[src/design/periodic_heap_scheduler_defines.svh]
// Assertion macros shared by the periodic heap scheduler RTL.
// No dependencies; included by files that carry concurrent assertions.
`ifndef PERIODIC_HEAP_SCHEDULER_DEFINES_SVH
`define PERIODIC_HEAP_SCHEDULER_DEFINES_SVH

// Checked on every clock edge outside reset.
`define PHS_ASSERT(lbl, prop, msg) \
  lbl: assert property (@(posedge clk_i) disable iff (!rst_ni) (prop)) else $error(msg);

// Checked on every clock edge, reset included.
`define PHS_ASSERT_ALWAYS(lbl, prop, msg) \
  lbl: assert property (@(posedge clk_i) (prop)) else $error(msg);

`endif

[src/design/phs_pkg.sv]
// Types and codes for the periodic heap scheduler.
// No dependencies; imported by phs_cmp and periodic_heap_scheduler.
`default_nettype none

package phs_pkg;

  localparam int unsigned TimeW   = 48;
  localparam int unsigned IdW     = 32;
  localparam int unsigned PeriodW = 16;

  // transaction kinds
  localparam logic [1:0] KIND_ADD   = 2'd0;
  localparam logic [1:0] KIND_NEXT  = 2'd1;
  localparam logic [1:0] KIND_CLEAR = 2'd2;

  // result status codes
  localparam logic [1:0] STATUS_OK    = 2'd0;
  localparam logic [1:0] STATUS_SENT  = 2'd1;
  localparam logic [1:0] STATUS_EMPTY = 2'd2;
  localparam logic [1:0] STATUS_FULL  = 2'd3;

  localparam logic [TimeW-1:0] TIME_MAX = '1;

  typedef struct packed {
    logic [1:0]         kind;
    logic [IdW-1:0]     client_id;
    logic [PeriodW-1:0] period;
  } in_t;

  typedef struct packed {
    logic [1:0]       status;
    logic [IdW-1:0]   sent_id;
    logic [TimeW-1:0] sent_time;
  } out_t;

  // field order gives the service order as a plain unsigned compare
  typedef struct packed {
    logic [TimeW-1:0]   due;
    logic [IdW-1:0]     id;
    logic [PeriodW-1:0] period;
  } entry_t;

  typedef enum logic [2:0] {
    ST_IDLE,
    ST_UP_RD,
    ST_UP_CMP,
    ST_ROOT,
    ST_DN_RD,
    ST_DN_LR,
    ST_DN_CMP
  } state_e;

endpackage

`default_nettype wire

[src/design/phs_cmp.sv]
// Shared entry comparator: earlier due time, then smaller id, then smaller period.
// Depends on phs_pkg.
`default_nettype none

module phs_cmp import phs_pkg::*; (
  input  entry_t a_i,
  input  entry_t b_i,
  output logic   before_o
);

  assign before_o = (a_i < b_i);

endmodule

`default_nettype wire

[config.mk]
export PLATFORM = sky130hd
export DESIGN_NAME = phs_cmp
export DESIGN_NICKNAME = d
export VERILOG_FILES = /design/src/design/periodic_heap_scheduler_defines.svh /design/src/design/phs_pkg.sv /design/src/design/phs_cmp.sv
export SDC_FILE = /design/constraint.sdc
export NUM_CORES = 1
export LEC_CHECK = 0
export ABC_AREA = 1
export ABC_CLOCK_PERIOD_IN_PS = 1100
export BUFFER_PORTS_ARGS = -buffer_cell sky130_fd_sc_hd__buf_2
export CAP_MARGIN = 20
export CORE_MARGIN = 5
export CORE_UTILIZATION = 39
export DETAILED_ROUTE_END_ITERATION = 10
export PLACE_DENSITY_LB_ADDON = 0.1
export SKIP_LAST_GASP = 1
export SYNTH_ARGS = -nofsm -noshare
export SYNTH_HDL_FRONTEND = slang
export SYNTH_SLANG_ARGS = --single-unit
[constraint.sdc]
create_clock -name vclk -period 1.1
set_clock_uncertainty 0.1 [all_clocks]
set_input_delay 0.055 -clock vclk [all_inputs]
set_output_delay 0.055 -clock vclk [all_outputs]
set_load 0.02 [all_outputs]
# Word level (Yosys, flattened, before mapping)
# Index checks and enable logic that the tools add are counted.
# totals
elab_cells	1
inputBits	192
regBits	0
out_inout_bits	1
# classes
magnitude_cmp	1
# op_table
op	count
less-than comparator 96 bit	1

# Depth between registers and ports, before layout
# Gate-level depths: netlist (run 1).
# logic_depth
word_depth	1
ltp_mapped	15

# Worst setup path before layout (run 1)
# Ideal clock, no wire load.
# synth_timing
kind	input to output
from	in b_i[71] in the netlist's numbering
to	out before_o
path_stages	10
path_slack_ns	-0.303
path_buffers	0
arrival_time_ns	1.248
cell_sequence	inv_1 > ha_1 > a21o_1 > nor2_1 > nand2_1 > nand2_1 > nand2_1 > a21oi_1 > nand2_1 > a21oi_1
# synth_between
elab_chain_cells	1
# synth_lines
element	line	source
start: declaration	phs_cmp.sv:7	input entry_t b_i,
less-than comparator 96 bit	phs_cmp.sv:11	assign before_o = (a_i < b_i);
end: declaration	phs_cmp.sv:8	output logic before_o
# No other way between the ends.

# Worst setup path in the final report (run 1)
# layout_timing
from	in a_i[45] in the netlist's numbering
to	out before_o
# layout_between
elab_chain_cells	1
# layout_lines
element	line	source
start: declaration	phs_cmp.sv:6	input entry_t a_i,
less-than comparator 96 bit	phs_cmp.sv:11	
# No other way between the ends.

==> results of run 1 <==
-- per-stage QoR --
step | cells | util, % | setup WS (ns) | TNS (ns)
2_1_floorplan | 426 | - | -0.160 | -0.160
3_3_place_gp | 701 | 62.5 | -0.549 | -0.549
3_5_place_dp | 701 | 62.5 | -0.586 | -0.586
4_1_cts | 704 | 67.4 | -0.424 | -0.424
5_1_grt | 705 | 72.6 | -0.500 | -0.500
6_report | 705 | 72.6 | -0.420 | -0.420
-- critical path, stage by stage --
cell and delay, ns:
buf_2 0.10, ha_1 0.30, a21oi_1 0.15, o21ai_0 0.09, nor2_1 0.14, nand2_1 0.08, nand2_1 0.06, nand2_1 0.04
inv_1 0.06, nand2_2 0.06, a21oi_4 0.11, buf_6 0.13
-- routing by layer --
layer  vias up  part of all wire [%]  track usage (%)
met5         -                     0                0
met4         0                  0.70             1.10
met3         6                   8.2             4.05
met2       118                    53             36.1
li1       1741                     -                -
met1      1388                    38             20.4
-- layout make-up --
type / instances / area (um2)
Timing Repair Buffer: 202 / 1190
Inverter: 122 / 485
Fill cell: 547 / 1750
Tap cell: 77 / 96.3
Multi-Input combinational cell: 304 / 2870
-- synthesized netlist by cell type (all sizes together) --
cell | count | area share (%)
inv | 122 | 18
nand2 | 106 | 16
ha | 95 | 46
a21oi | 43 | 8.4
nor2 | 30 | 5.0
nand3 | 9 | 1.8
o21ai | 9 | 1.8
nand4 | 4 | 0.98
a21o | 3 | 0.88
nor3 | 3 | 0.59
o21a | 2 | 0.59
-- power by group through the flow --
stage | Sequential (mW) | Clock [mW] | Combinational, mW
after global routing | 0 | 0 | 1.88
final | 0 | 0 | 1.64
after CTS | 0 | 0 | 1.46
after floorplan | 0 | 0 | 0.759
after global placement | 0 | 0 | 1.28
after detailed placement | 0 | 0 | 1.32
-- kinds of logic (layout without fill, tap and decap cells) --
| kind of cell | count (synthesis) | in the layout |
|---|---|---|
| simple gates | 152 | 152 |
| buf+inv | 122 | 324 |
| fa+ha+maj | 95 | 95 |
| compound gates | 57 | 57 |
-- worst max-delay path by stage --
stage | start | endpoint | slack [ns] | cells past startpoint
after floorplan | b_i[85] | before_o | -0.16 | 13
after global placement | b_i[85] | before_o | -0.55 | 15
after detailed placement | b_i[85] | before_o | -0.59 | 15
after CTS | b_i[71] | before_o | -0.42 | 15
after global routing | b_i[68] | before_o | -0.50 | 15
final | a_i[45] | before_o | -0.42 | 12
-- repair_timing --
| item | 4_1_cts | 5_1_grt |
|---|---|---|
| pin swaps | 35 | 40 |
| setup buffers | 3 | 1 |
| hold endpoints to repair | 0 | 0 |
| resized for setup | 50 | 60 |
| setup endpoints to repair | 1 | 1 |
==> metrics, run 1 <==
core box area 6390 um2; Synth cell types 15; minimum clock period 1.52 ns; combinational share of power 100.0%; initial DRC count 33; gp weighted congestion 0.848; total grt overflow 0; via count 3253; die width 91.1 um; Seq pwr share 0%; YS warnings 0; XOR/XNOR Fraction of Synth Area 0%; Slew Viols, Final 0; relative slew slack 86.2%; final clock period utilization by the worst path 138%; hpwl dp 7.17 mm; placed cell area 3990 um2; Critical Path RT 0.94 ns; Antenna Nets Post-Route 0; WHS Endpoint before_o; Seq/Total Area, Yosys 0%; I/O Buffers 193; final worst slack -0.420 ns; number of hold buffers added after CTS 0; mux cell area share after synthesis 0%; Pwr Total 1.64 mW; hold path depth 8; area fraction in compound gates after synthesis 11.6%; share of post-route cells with drive strength above 1 53.2%; DR WL/cell 12.0 um; first-pass GRT wire length 13.4 mm; Post-Synth Adder-Cell Area 46.4%; most frequent cells in the layout buf_2, inv_1, nand2_1, ha_1, ha_4; Worst setup SP type input port; VDD IR max 0.257 mV; die area 8290 um2; max-cap check violation count 0; Die Y 91.1 um; failing checks negative setup slack; RSZ-0062 raised after global routing yes; switching part of the total 46.2%; initial antenna violation count 0; I/O pins 193; vias in the first global route 3362; fmax 0.658 GHz; final setup fails 1; Crit Path Category input port to output pin; P_int 0.880 mW; Slew @ Worst Pin 0.204 ns; Ant. Diodes 0; synthesized area per cell 6.02 um2; Net Sw Power 0.757 mW; Crit. End Element output pin; Max FO, Critical Path 2; WP data arrival 1.37 ns; largest family of logic cells by synthesized area adder cells; Min-Delay Path Class input port to output pin; Clock Power Share 0%; Reg area 0 um2; Power Density 353 nW/um2; Cells after Synth 426; DRC 0; Initial Util 40.1%; design area 4640 um2; Area growth syn-to-layout 80.9%; Routed WL 8.44 mm; Hold WS 0.657 ns; post-synthesis simple-gate area fraction 24.1%; total track usage 18.2%; Final Hold Fails 0; largest net degree at the start of global routing 4; synthesized area 2560 um2; CLK BUF 0; outcome finished, violations left; post-synthesis net count 713; Leakage 2.70 nW; Vias/cell 4.61; DR pass1 iterations 4; Seq cells 0; HP Start a_i[23]; Rows 29; final net count 917; most common cell after layout, fill and taps aside buf_2
Power figures use the tool's default switching activity.
==> run 2, diff against run 1 <==
--- a/config.mk
+++ b/config.mk
@@ -9,10 +9,11 @@
 export ABC_CLOCK_PERIOD_IN_PS = 1100
 export BUFFER_PORTS_ARGS = -buffer_cell sky130_fd_sc_hd__buf_2
 export CAP_MARGIN = 20
+export CORE_ASPECT_RATIO = 0.75
 export CORE_MARGIN = 5
 export CORE_UTILIZATION = 39
 export DETAILED_ROUTE_END_ITERATION = 10
-export PLACE_DENSITY_LB_ADDON = 0.1
+export PLACE_DENSITY = 0.9
 export SKIP_LAST_GASP = 1
 export SYNTH_ARGS = -nofsm -noshare
 export SYNTH_HDL_FRONTEND = slang
==> run 2 against run 1 <==
Net effect: the run still ends with negative setup slack left; core utilization grew 2.0 points; non-clock buffer count shrank 2; die area grew 0.20%; design area grew 2.2%; via count grew 4.4%; first-iteration DRC count grew 150%; maximum frequency shrank 5.1%; flip-flop and latch count is the same; global-route usage grew 0.88 points; critical path type unchanged; highest routed layer unchanged.
==> metrics, run 2 (synthesis results as in run 1) <==
Ant. Diodes 0 (unchanged); DR WL/cell 13.7 um (+15%); design area 4740 um2 (+2.2%); WP data arrival 1.45 ns (+0.08 ns); CP startpoint b_i[89]; largest net degree at the start of global routing 4 (unchanged); Reg area 0 um2 (unchanged); HP Start a_i[23]; Post-Place Cells 702 (+0.14%); max-cap check violation count 0 (unchanged); Routed WL 9.71 mm (+15%); die width 104 um (+14%); Slew @ Worst Pin 0.212 ns (+0.00764 ns); Final Hold Fails 0 (unchanged); most common cell after layout, fill and taps aside buf_2; CLK BUF 0 (unchanged); Antenna Nets Post-Route 0 (unchanged); fill count 485 (-11%); initial antenna violation count 0 (unchanged); die area 8310 um2 (+0.20%); Rows 25 (-14%); total track usage 19.1% (+0.88 points); Max FO, Critical Path 2 (unchanged); core box area 6350 um2 (-0.57%); CP most frequent cell a21oi_1; final clock period utilization by the worst path 146% (+7.4 points); Slew Viols, Final 0 (unchanged); share of post-route cells with drive strength above 1 54.6% (+1.4 points); slowest CP cell ha_4; DR pass1 iterations 4 (unchanged); Crit. End Element output pin; area of the multi-input gates 2940 um2 (+2.4%); post-route insts no fill 707 (+0.28%); setup TNS -0.502 ns (-0.0814 ns); first-pass GRT wire length 14.0 mm (+3.9%); DRC 0 (unchanged); initial DRC count 82 (+150%); most frequent cells in the layout buf_2, inv_1, nand2_1, ha_1, ha_4; final setup fails 1 (unchanged); hold path depth 8 (unchanged); Leakage 2.73 nW (+0.93%); I/O Buffers 193 (unchanged); VDD IR max 0.276 mV (+7.2%); Seq cells 0 (unchanged); Vias/cell 4.80 (+4.1%); Area growth syn-to-layout 84.9%; RSZ-0062 raised after global routing yes; Min-Delay Path Class input port to output pin; final net count 915 (-0.22%); Worst setup SP type input port; via count 3395 (+4.4%); crit-path cells buf_2, inv_2, ha_4, a21oi_1, o21ai_0, a21oi_1, nand2_1, a21oi_2, nand2_2, a21oi_4, buf_6; Worst Setup EP before_o; Crit Path Category input port to output pin; vias in the first global route 3548 (+5.5%); I/O pins 193 (unchanged); minimum clock period 1.60 ns (+0.0814 ns); Initial Util 40.4% (+0.23 points); fmax 0.624 GHz (-5.1%); outcome finished, violations left; gp weighted congestion 0.872 (+2.8%); placed cell area 3970 um2 (-0.44%); Critical Path RT 0.94 ns (about the same); Die Y 80.2 um (-12%); hpwl dp 7.66 mm (+6.8%); failing checks negative setup slack; Pwr Total 1.75 mW (+6.9%); relative slew slack 85.7% (-0.52 points); total grt overflow 0 (unchanged); number of hold buffers added after CTS 0 (unchanged); Power Density 369 nW/um2 (+4.6%); Worst path max stage delay 0.21 ns (-0.09 ns); final worst slack -0.502 ns (-0.0814 ns)
run 2: per-layer routing:
metal	up-vias	global-route usage [%]	part of all wire, %
li1	1735	-	-
met1	1490	19.5	36
met2	144	40.0	55
met3	26	3.37	6.7
met4	0	4.59	2.5
met5	-	0	0
run 2: how the worst min path moves through the flow:
stage                to  slack (ns)
3_3_place_gp   before_o        0.73
5_1_grt        before_o        0.71
2_1_floorplan  before_o        0.43
4_1_cts        before_o        0.70
3_5_place_dp   before_o        0.73
6_report       before_o        0.68
run 2: layout make-up:
| type | count | area share [%] |
|---|---|---|
| Inverter | 122 | 10.2 |
| Multi-Input combinational cell | 304 | 61.9 |
| Tap cell | 81 | 2.14 |
| Timing Repair Buffer | 200 | 25.7 |
run 2: power by group:
part	total (mW)	switching, mW	internal (mW)
Combinational	1.75	0.831	0.918
Sequential	0	0	0
Clock	0	0	0
run 2: critical path: cells and delay by family:
kind / cells / cell delay (ns)
AOI/OAI and AO/OA: 5 / 0.69
adders and majority gates: 1 / 0.21
and+or+nand+nor: 2 / 0.16
buffers and inverters: 3 / 0.32
run 2: repair_timing:
item                       4_1_cts  5_1_grt
resized for setup               57       86
setup endpoints to repair        1        1
buffers inserted                 2        3
pin swaps                       31       55
run 2: stage by stage:
stage	util [%]	hold WS (ns)	setup slack [ns]
5_1_grt	74.6	0.709	-0.608
3_5_place_dp	62.6	0.729	-0.563
2_1_floorplan	-	0.429	-0.160
3_3_place_gp	62.6	0.730	-0.545
4_1_cts	67.3	0.697	-0.422
6_report	74.6	0.681	-0.502
==> run 3, diff against run 2 <==
==> constraint.sdc (replaced) <==
create_clock -name vclk -period 1.1
set_clock_uncertainty 0.1 [all_clocks]
set_input_delay 0.055 -clock vclk [all_inputs]
set_output_delay 0.055 -clock vclk [all_outputs]
set_load 0.01 [all_outputs]
==> run 3 against run 2 <==
Net effect: the flow still finishes with violations (negative setup slack); maximum frequency grew 2.0%; sequential share of layout area is the same; combinational power shrank 9%; critical endpoint unchanged; largest cell class unchanged; highest routed layer unchanged.
==> metrics, run 3 (synthesis results as in run 1) <==
outcome finished, violations left; failing checks negative setup slack; minimum clock period 1.57 ns (-0.0308 ns); hold path depth 8 (unchanged); Hold WS 0.705 ns (+0.0235 ns); Critical Path RT 0.94 ns (about the same); crit-path cells buf_4, ha_4, nand2_4, nor2_4, nand2_2, nor2_4, nand2_2, buf_4, nor3_4, a21oi_2, buf_2; slowest CP cell ha_4; HP Start a_i[22]; Area growth syn-to-layout 76.0%; total track usage 19.6% (+0.46 points); Worst setup SP type input port; most frequent cells in the layout buf_2, nand2_1, inv_1, ha_1, ha_4; VDD IR max 0.198 mV (-28%); vias in the first global route 3502 (-1.3%); Leakage 2.64 nW (-3.1%); final worst slack -0.471 ns (+0.0308 ns); Rows 25 (unchanged); share of post-route cells with drive strength above 1 52.6% (-2.1 points); final net count 913 (-0.22%); WP data arrival 1.42 ns (-0.03 ns); Slew Viols, Final 0 (unchanged); Final Hold Fails 0 (unchanged); core box area 6350 um2 (unchanged); most common cell after layout, fill and taps aside buf_2; combinational share of power 100.0% (about the same); Clock Power Share 0% (unchanged); initial DRC count 62 (-24%); placed cell area 4130 um2 (+3.9%); final clock period utilization by the worst path 143% (-2.8 points); Antenna Nets Post-Route 0 (unchanged); DRC 0 (unchanged); DR WL/cell 12.6 um (-8.0%); P_int 0.830 mW (-9.6%); Placement Setup Slack -0.545 ns (+0.0184 ns); Worst path max stage delay 0.27 ns (+0.06 ns); Ant. Diodes 0 (unchanged); fmax 0.637 GHz (+2.0%); Slew @ Worst Pin 0.248 ns (+0.0362 ns); die width 104 um (unchanged); total grt overflow 0 (unchanged); DR pass1 iterations 4 (unchanged); first-pass GRT wire length 14.1 mm (+0.84%); Initial Util 40.4% (unchanged); via count 3292 (-3.0%); Power Density 354 nW/um2 (-4.1%); max-cap check violation count 0 (unchanged); Core Util, Final 71.0% (-3.6 points); die area 8310 um2 (unchanged); relative slew slack 83.3% (-2.4 points); I/O Buffers 193 (unchanged); final setup fails 1 (unchanged); Reg area 0 um2 (unchanged); Routed WL 8.90 mm (-8.3%); setup TNS -0.471 ns (+0.0308 ns); RSZ-0062 raised after global routing yes; Net Sw Power 0.767 mW (-7.7%); switching part of the total 48.0% (+0.51 points); fill count 488 (+0.62%); Vias/cell 4.67 (-2.8%); Seq pwr share 0% (unchanged); WHS Endpoint before_o; Seq cells 0 (unchanged); initial antenna violation count 0 (unchanged); largest net degree at the start of global routing 4 (unchanged); gp weighted congestion 0.824 (-5.5%); Crit. End Element output pin; I/O pins 193 (unchanged); design area 4510 um2 (-4.8%); Crit Path Category input port to output pin; Die Y 80.2 um (unchanged); CLK BUF 0 (unchanged); hpwl dp 7.95 mm (+3.7%); Min-Delay Path Class input port to output pin; Max FO, Critical Path 3 (+1)
[run 3: worst max-delay path by stage]
| stage | start | end | slack [ns] | cells after the start |
|---|---|---|---|---|
| after floorplan | b_i[85] | before_o | -0.09 | 13 |
| after global placement | b_i[69] | before_o | -0.53 | 15 |
| after detailed placement | b_i[69] | before_o | -0.55 | 15 |
| after CTS | b_i[79] | before_o | -0.42 | 15 |
| after global routing | a_i[19] | before_o | -0.57 | 10 |
| final | a_i[95] | before_o | -0.47 | 11 |
[run 3: repair_timing]
item | 4_1_cts | 5_1_grt
endpoints found under the setup margin | 1 | 1
buffers inserted | 1 | 2
hold endpoints to repair | 0 | 0
pin swaps | 31 | 21
resized for setup | 42 | 36
hold buffers | 0 | 0
[run 3: worst max-delay path, delay by kind of cell]
| kind | cells | cell delay [ns] |
|---|---|---|
| AO/OA/AOI/OAI | 1 | 0.06 |
| adder cells (fa/ha/maj) | 1 | 0.27 |
| AND/OR/NAND/NOR | 6 | 0.62 |
| buffers and inverters | 3 | 0.40 |
[run 3: layout make-up]
type | instances | area [um2] | share of cell area (%)
multi-input combinational | 304 | 2790 | 61.8
timing repair buffer | 198 | 1120 | 24.8
inverter | 122 | 505 | 11.2
tap | 81 | 101 | 2.25
[run 3: power groups by stage]
stage	combinational (mW)	clock, mW	sequential, mW
final	1.60	0	0
after global routing	1.82	0	0
after CTS	1.50	0	0
after detailed placement	1.41	0	0
after global placement	1.32	0	0
after floorplan	0.796	0	0
[run 3: stage by stage]
| step | power, mW | std cells |
|---|---|---|
| after floorplan | 0.796 | 426 |
| after detailed placement | 1.41 | 702 |
| after global placement | 1.32 | 702 |
| final | 1.60 | 705 |
| after global routing | 1.82 | 705 |
| after CTS | 1.50 | 703 |
[run 3: routing by layer]
metal	wire (um)	vias to the layer above	part of all wire, %	track usage, %
met5	0	-	0	0
met4	144	0	1.6	3.54
met3	698	14	7.8	4.26
met2	4930	124	55	41.5
met1	3130	1425	35	19.4
li1	-	1729	-	-
